--- src/hw/rtl/wfpa_pkg.sv ---
package wfpa_pkg;

    // table geometry
    localparam int MAX_PARTS = 16;
    localparam int IDX_W     = 4;
    localparam int CNT_W     = 5;
    localparam int SIZE_W    = 32;

    localparam logic [CNT_W-1:0] COUNT_RESET = CNT_W'(MAX_PARTS);

    // function codes
    localparam logic FUNC_LOAD  = 1'b0;
    localparam logic FUNC_ALLOC = 1'b1;

    typedef struct packed {
        logic              func;
        logic [IDX_W-1:0]  part_index;
        logic [SIZE_W-1:0] size_value;
    } in_word_t;

    typedef struct packed {
        logic             found;
        logic [IDX_W-1:0] granted_index;
    } out_word_t;

    // size table access from the scan engine
    typedef struct packed {
        logic              we;
        logic [IDX_W-1:0]  waddr;
        logic [SIZE_W-1:0] wdata;
        logic              re;
        logic [IDX_W-1:0]  raddr;
    } mem_req_t;

endpackage

--- src/hw/rtl/wfpa_size_mem.sv ---
module wfpa_size_mem
    import wfpa_pkg::*;
(
    input  logic              clk,
    input  mem_req_t          req,
    output logic [SIZE_W-1:0] rdata
);

    logic [SIZE_W-1:0] mem [MAX_PARTS];

    // write port
    always_ff @(posedge clk)
    begin
        if (req.we)
        begin
            mem[req.waddr] <= req.wdata;
        end
    end

    // registered read port
    always_ff @(posedge clk)
    begin
        if (req.re)
        begin
            rdata <= mem[req.raddr];
        end
    end

endmodule

--- src/hw/rtl/wfpa_scan.sv ---
module wfpa_scan
    import wfpa_pkg::*;
(
    input  logic              clk,
    input  logic              rst_n,
    input  logic              in_valid,
    output logic              in_ready,
    input  in_word_t          in_data,
    input  logic [CNT_W-1:0]  count,
    output mem_req_t          mreq,
    input  logic [SIZE_W-1:0] rdata,
    output logic              done,
    output out_word_t         result,
    input  logic              take
);

    localparam logic [1:0] ST_IDLE   = 2'd0;
    localparam logic [1:0] ST_SCAN   = 2'd1;
    localparam logic [1:0] ST_FINISH = 2'd2;

    logic [1:0]          state_reg, state_next;
    logic [CNT_W-1:0]    limit_reg, limit_next;
    logic [CNT_W-1:0]    rd_cnt_reg, rd_cnt_next;
    logic [SIZE_W-1:0]   req_reg, req_next;
    logic                chk_vld_reg;
    logic [IDX_W-1:0]    chk_idx_reg;
    logic                have_reg, have_next;
    logic [IDX_W-1:0]    best_idx_reg, best_idx_next;
    logic [SIZE_W-1:0]   best_size_reg, best_size_next;
    logic [MAX_PARTS-1:0] used_reg, used_next;
    logic                in_acc;
    logic                fit;
    logic                better;
    logic [CNT_W-1:0]    clamped;

    assign in_ready = (state_reg == ST_IDLE);
    assign in_acc   = in_valid && in_ready;
    assign clamped  = (count > CNT_W'(MAX_PARTS)) ? CNT_W'(MAX_PARTS) : count;

    // size table access: loads write, scan reads one entry a cycle
    always_comb
    begin
        mreq.we    = in_acc && (in_data.func == FUNC_LOAD);
        mreq.waddr = in_data.part_index;
        mreq.wdata = in_data.size_value;
        mreq.re    = (state_reg == ST_SCAN) && (rd_cnt_reg < limit_reg);
        mreq.raddr = rd_cnt_reg[IDX_W-1:0];
    end

    // candidate check on the word just read
    assign fit    = !used_reg[chk_idx_reg] && (rdata >= req_reg);
    assign better = fit && (!have_reg || (rdata > best_size_reg));

    assign done                 = (state_reg == ST_FINISH);
    assign result.found         = have_reg;
    assign result.granted_index = have_reg ? best_idx_reg : '0;

    // control
    always_comb
    begin
        state_next     = state_reg;
        limit_next     = limit_reg;
        rd_cnt_next    = rd_cnt_reg;
        req_next       = req_reg;
        have_next      = have_reg;
        best_idx_next  = best_idx_reg;
        best_size_next = best_size_reg;
        used_next      = used_reg;
        unique case (state_reg)
            ST_IDLE:
            begin
                if (in_acc)
                begin
                    if (in_data.func == FUNC_LOAD)
                    begin
                        used_next[in_data.part_index] = 1'b0;
                    end
                    else
                    begin
                        req_next    = in_data.size_value;
                        limit_next  = clamped;
                        rd_cnt_next = '0;
                        have_next   = 1'b0;
                        state_next  = (clamped == '0) ? ST_FINISH : ST_SCAN;
                    end
                end
            end
            ST_SCAN:
            begin
                if (mreq.re)
                begin
                    rd_cnt_next = rd_cnt_reg + 1'b1;
                end
                if (chk_vld_reg && better)
                begin
                    have_next      = 1'b1;
                    best_idx_next  = chk_idx_reg;
                    best_size_next = rdata;
                end
                if (!mreq.re && !chk_vld_reg)
                begin
                    state_next = ST_FINISH;
                end
            end
            ST_FINISH:
            begin
                if (take)
                begin
                    if (have_reg)
                    begin
                        used_next[best_idx_reg] = 1'b1;
                    end
                    state_next = ST_IDLE;
                end
            end
            default:
            begin
                state_next = ST_IDLE;
            end
        endcase
    end

    always_ff @(posedge clk or negedge rst_n)
    begin
        if (!rst_n)
        begin
            state_reg   <= ST_IDLE;
            used_reg    <= '0;
            chk_vld_reg <= 1'b0;
            have_reg    <= 1'b0;
        end
        else
        begin
            state_reg   <= state_next;
            used_reg    <= used_next;
            chk_vld_reg <= mreq.re;
            have_reg    <= have_next;
        end
    end

    // datapath registers
    always_ff @(posedge clk)
    begin
        limit_reg     <= limit_next;
        rd_cnt_reg    <= rd_cnt_next;
        req_reg       <= req_next;
        chk_idx_reg   <= mreq.raddr;
        best_idx_reg  <= best_idx_next;
        best_size_reg <= best_size_next;
    end

    // checks
    a_load_idle: assert property (@(posedge clk) disable iff (!rst_n)
        mreq.we |-> (state_reg == ST_IDLE))
        else $error("size table written outside idle");

    a_chk_range: assert property (@(posedge clk) disable iff (!rst_n)
        chk_vld_reg |-> ({1'b0, chk_idx_reg} < limit_reg))
        else $error("checked entry beyond scan limit");

    a_grant_free: assert property (@(posedge clk) disable iff (!rst_n)
        (done && take && result.found) |-> !used_reg[result.granted_index])
        else $error("granted partition already used");

    a_grant_mark: assert property (@(posedge clk) disable iff (!rst_n)
        (done && take && result.found) |=> used_reg[$past(result.granted_index)])
        else $error("granted partition not marked used");

endmodule

--- src/hw/rtl/worst_fit_partition_allocator.sv ---
// Worst-fit partition allocator; count = partition_count capped at 16.
// Load word: gives no result; the next word can be taken the cycle after.
// Allocate word: the scan reads one size table entry per cycle, entries 0 to count-1, checks
// each one as it is read back, then loads the result register (no scan when count is 0).
// No new word is taken until the result has been loaded; a result left waiting stalls input.
// Reset (rst_n, async, active low) frees every partition, sets partition_count to 16.
module worst_fit_partition_allocator
    import wfpa_pkg::*;
(
    input  logic             clk,
    input  logic             rst_n,
    input  logic             in_valid,
    output logic             in_ready,
    input  in_word_t         in_data,
    output logic             out_valid,
    input  logic             out_ready,
    output out_word_t        out_data,
    input  logic             cfg_valid,
    output logic             cfg_ready,
    input  logic [CNT_W-1:0] cfg_data
);

    logic [CNT_W-1:0]  count_reg;
    logic              out_valid_reg;
    out_word_t         out_data_reg;
    mem_req_t          mreq;
    logic [SIZE_W-1:0] rdata;
    logic              done;
    out_word_t         result;
    logic              take;

    assign cfg_ready = 1'b1;
    assign take      = done && (!out_valid_reg || out_ready);

    // count register
    always_ff @(posedge clk or negedge rst_n)
    begin
        if (!rst_n)
        begin
            count_reg <= COUNT_RESET;
        end
        else if (cfg_valid && cfg_ready)
        begin
            count_reg <= cfg_data;
        end
    end

    // result register
    always_ff @(posedge clk or negedge rst_n)
    begin
        if (!rst_n)
        begin
            out_valid_reg <= 1'b0;
        end
        else if (take)
        begin
            out_valid_reg <= 1'b1;
        end
        else if (out_ready)
        begin
            out_valid_reg <= 1'b0;
        end
    end

    always_ff @(posedge clk)
    begin
        if (take)
        begin
            out_data_reg <= result;
        end
    end

    assign out_valid = out_valid_reg;
    assign out_data  = out_data_reg;

    wfpa_size_mem u_mem (
        .clk   (clk),
        .req   (mreq),
        .rdata (rdata)
    );

    wfpa_scan u_scan (
        .clk      (clk),
        .rst_n    (rst_n),
        .in_valid (in_valid),
        .in_ready (in_ready),
        .in_data  (in_data),
        .count    (count_reg),
        .mreq     (mreq),
        .rdata    (rdata),
        .done     (done),
        .result   (result),
        .take     (take)
    );

endmodule
--- config.mk ---
export PLATFORM = sky130hd
export DESIGN_NAME = worst_fit_partition_allocator
export DESIGN_NICKNAME = d
export VERILOG_FILES = /design/src/hw/rtl/wfpa_pkg.sv /design/src/hw/rtl/wfpa_size_mem.sv /design/src/hw/rtl/wfpa_scan.sv /design/src/hw/rtl/worst_fit_partition_allocator.sv
export SDC_FILE = /design/constraint.sdc
export NUM_CORES = 1
export LEC_CHECK = 0
export BUFFER_PORTS_ARGS = -buffer_cell sky130_fd_sc_hd__buf_2
export CORE_UTILIZATION = 49
export DETAILED_ROUTE_END_ITERATION = 6
export GPL_TIMING_DRIVEN = 1
export PLACE_DENSITY = 0.67
export RECOVER_POWER = 25
export SYNTH_ARGS = -nofsm -noshare
export SYNTH_HDL_FRONTEND = slang
export SYNTH_SLANG_ARGS = --single-unit
--- constraint.sdc ---
create_clock -name clk -period 4.3 [get_ports clk]
set_clock_uncertainty 0.05 [all_clocks]
set_input_delay 0.645 -clock clk [delete_from_list [all_inputs] [get_ports clk]]
set_output_delay 0.645 -clock clk [all_outputs]
set_load 0.1 [all_outputs]
==> metrics.md <==
| Metric | Value |
|---|---|
| Status | `finished with violations` |
| Failing checks | `capacitance limit` |
| Clock transition at path regs | `around 0.060 ns` |
| Post-CTS setup buffers | `0` |
| Pwr dens | `between 600 and 700 mW/mm²` |
| Clock buffer count from CTS | `68` |
| Fill cell count | `between 3,000 and 4,000` |
| Top reg by flops | `u_mem.mem` |
| Top Ports | `55` |
| Worst reg2reg endpoint | `u_scan.best_size_reg[29]` |
| Setup violators final | `0` |
| Number of global-route vias before repair | `roughly 13,000` |
| Die X | `232.1 µm` |
| Final Hold Vio Count | `0` |
| FF+latch count, synth | `about 660` |
| WP data required | `around 4.5 ns` |
| CP Capture Point | `u_scan.best_size_reg[29]` |
| Worst VDD drop | `957.8 µV` |
| Post-synth ARST share | `0.03957` |
| DRT iter0 DRCs | `~1,200` |
| Worst reg2reg path startpoint | `u_mem.rdata[14]` |
| Slowest cell delay on critical path | `~0.86 ns` |
| Area leader, netlist | `edfxtp_1` |
| Pre-CTS setup slack | `0.9700 ns` |
| Detailed-placement wirelength estimate | `29,380 µm` |
| Distinct cells, synth | `between 50 and 60` |
| TritonRoute pass-1 iters | `5` |
| Cell with the most instances after synthesis | `edfxtp_1` |
| Final net count | `approximately 1,500` |
| Synth top area share | `0.7258` |
| Max Fclk | `approximately 0.3 GHz` |
| Crit path cell chain | `ha_1 -> nand4_1 -> nor4_1 -> a21boi_0 -> or4_1 -> a211oi_1 -> a311oi_4 -> buf_4` |
| Post-DRT Antenna Nets | `0` |
| Via Count | `around 12,000` |
| Setup_tns | `0 ns` |
| Fin crit share | `0.7861` |
| Top cells by count, synth | `627 x edfxtp_1, 161 x mux4_2, 74 x inv_1` |
| Routability cong. | `0.8155` |
| Synthesized Nets | `1,358` |
| CTS Sinks | `657` |
| PortBufs | `53` |
| R2R depth | `8` |
| Global-route usage over all layers | `0.2044` |
| Area growth, synth to finish | `13.59%` |
| Top FF cell, synth | `edfxtp_1` |
| DRC | `0` |
| CP endpoint kind | `flip-flop` |
| CP max stage cell | `nor4_1` |
| Actual slew at the worst max-slew pin | `1.493 ns` |
| Diodes inserted | `0` |
| Largest register FFs | `slightly above 500` |
| CP max FO | `20` |
| Largest net degree at the start of global routing | `between 100 and 150` |
| H-tree Lvls | `3` |
| RSZ-0062 raised after global routing | `false` |
| Max-cap violations | `1` |
| CTS tree | `done` |
| Top cells by area, synth | `edfxtp_1 73%, mux4_2 14%, ha_1 3.3%` |
| Initial antenna violation count | `2` |
| Reg2Reg Setup Slack | `just over 0.9 ns` |
| # rows | `83` |
| Core Region | `roughly 0.052 mm²` |
| Post-synthesis cell area | `~0.026 mm²` |
| Die Y | `between 200 and 250 µm` |
| Fin util | `0.5686` |
| Post-synthesis sequential area ratio | `0.7541` |
| Avg WL per Cell | `~25 µm` |
| Post-synth EDFFs | `roughly 630` |
| Initial core utilization | `0.5006` |
| Crit path from | `u_mem.rdata[14]` |
| Static leakage | `between 9 and 10 nW` |
| Arr. time, crit path | `3.58 ns` |
| Post-Syn Instances | `around 1,200` |
| # resized after CTS | `0` |
| Worst hold-check path type | `in -> reg` |
| Kind of critical path | `reg -> reg` |
| Avg Cell Area, Syn | `about 21 µm²` |
| Aggregate global routing overflow | `0` |
| CP Launch Type | `flip-flop` |
| Rel. slew slack | `0.004650` |
| Clock Latency Late Sink | `approximately 0.58 ns` |
| WP depth | `8` |
| WP buf/inv | `1` |
| CTS max path bufs | `3` |
| Tmin final | `approximately 3.4 ns` |
| Post-Route WL | `52,640 µm` |
| Die area | `roughly 0.054 mm²` |
| Clock Root Buffer | `clkbuf_16` |
| Drt via density | `~5.8` |
| Yosys Warn Count | `0` |
| First-pass GRT wire length | `79,640 µm` |
| Share of cells above drive strength 1 | `0.2482` |
| Fin. max-slew vios | `0` |
| Delay-heaviest family, CP | `simple AND/OR/NAND/NOR gates` |
| Setup ws final | `between 0.9 and 1 ns` |
| Hold bufs inserted after CTS | `0` |
[worst min path at each step]
stage	endpoint	slack [ns]	cells after the start	start
floorplan	count_reg[0]	0.30	0	rst_n
global placement	u_scan.best_idx_reg[3]	0.38	0	u_scan.chk_idx_reg[3]
detailed placement	u_scan.best_idx_reg[3]	0.39	0	u_scan.chk_idx_reg[3]
CTS	u_scan.state_reg[0]	0.02	1	rst_n
global route	count_reg[1]	0.23	2	cfg_data[1]
finish	count_reg[3]	0.25	2	cfg_data[3]
[cells by family (layout without fill, tap and decap cells)]
| logic type | count (synthesis) | in the layout | share of synthesized area |
|---|---|---|---|
| AOI/OAI and AO/OA | 82 | 82 | 0.01944 |
| xor gates and xnor gates | 3 | 3 | 0.001013 |
| adders and majority gates | 69 | 69 | 0.03328 |
| buffers and inverters | 119 | 279 | 0.01838 |
| DFF | 657 | 657 | 0.7541 |
| muxes | 170 | 170 | 0.1460 |
| other | 1 | 1 | 0.0001446 |
| and+or+nand+nor | 141 | 141 | 0.02769 |
[stage by stage]
step	hold slack, ns	power [mW]	instance area [µm²]	instances
final	0.2475	18.25	29460	2082
after global routing	0.2266	19.02	29460	2082
after CTS	0.01699	18.47	29490	2082
after detailed placement	0.3855	12.61	27280	1962
after global placement	0.3828	12.53	27280	1962
after floorplan	0.2994	11.33	25950	1242
[report_power, final]
| part | switching, mW | internal (mW) |
|---|---|---|
| combinational | 2.33 | 2.07 |
| clock | 2.34 | 3.51 |
| sequential | 0.314 | 7.69 |
| total | 4.98 | 13.3 |
[layout make-up]
cell class / instances / area (µm²) / share of cell area
clock buffers: 89 / 1844 / 0.06259
flip-flops and latches: 657 / 19560 / 0.6638
repair buffers: 85 / 525.5 / 0.01784
multi-input cells: 466 / 6036 / 0.2048
clock inverters: 31 / 370.4 / 0.01257
inverters: 74 / 277.8 / 0.009427
well taps: 680 / 850.8 / 0.02888
[worst reg2reg max path, delay by kind of cell, from the launching register on]
kind / cells / cell delay [ns]
AND/OR/NAND/NOR: 3 / 1.18
buffers and inverters: 1 / 0.34
AO/OA/AOI/OAI: 3 / 0.67
flip-flops: 1 / 0.44
adder cells (fa/ha/maj): 1 / 0.35
[cell usage in the layout (no fill, tap or decap), types with 25 or more instances in the layout]
| cell | count |
|---|---|
| edfxtp_1 | 627 |
| mux4_2 | 161 |
| inv_1 | 72 |
| clkbuf_16 | 71 |
| ha_1 | 69 |
| clkbuf_1 | 42 |
| nand2_1 | 38 |
| buf_2 | 29 |
| buf_4 | 28 |
| dfrtp_1 | 25 |
[metal layers]
layer	wire [µm]	vias up	track usage
met1	22440	6400	0.2806
met2	26230	337	0.3367
met5	25	-	0
met4	939	4	0.04893
met3	3001	80	0.04249
li1	-	5296	-
(Power assumes the default switching activity.)
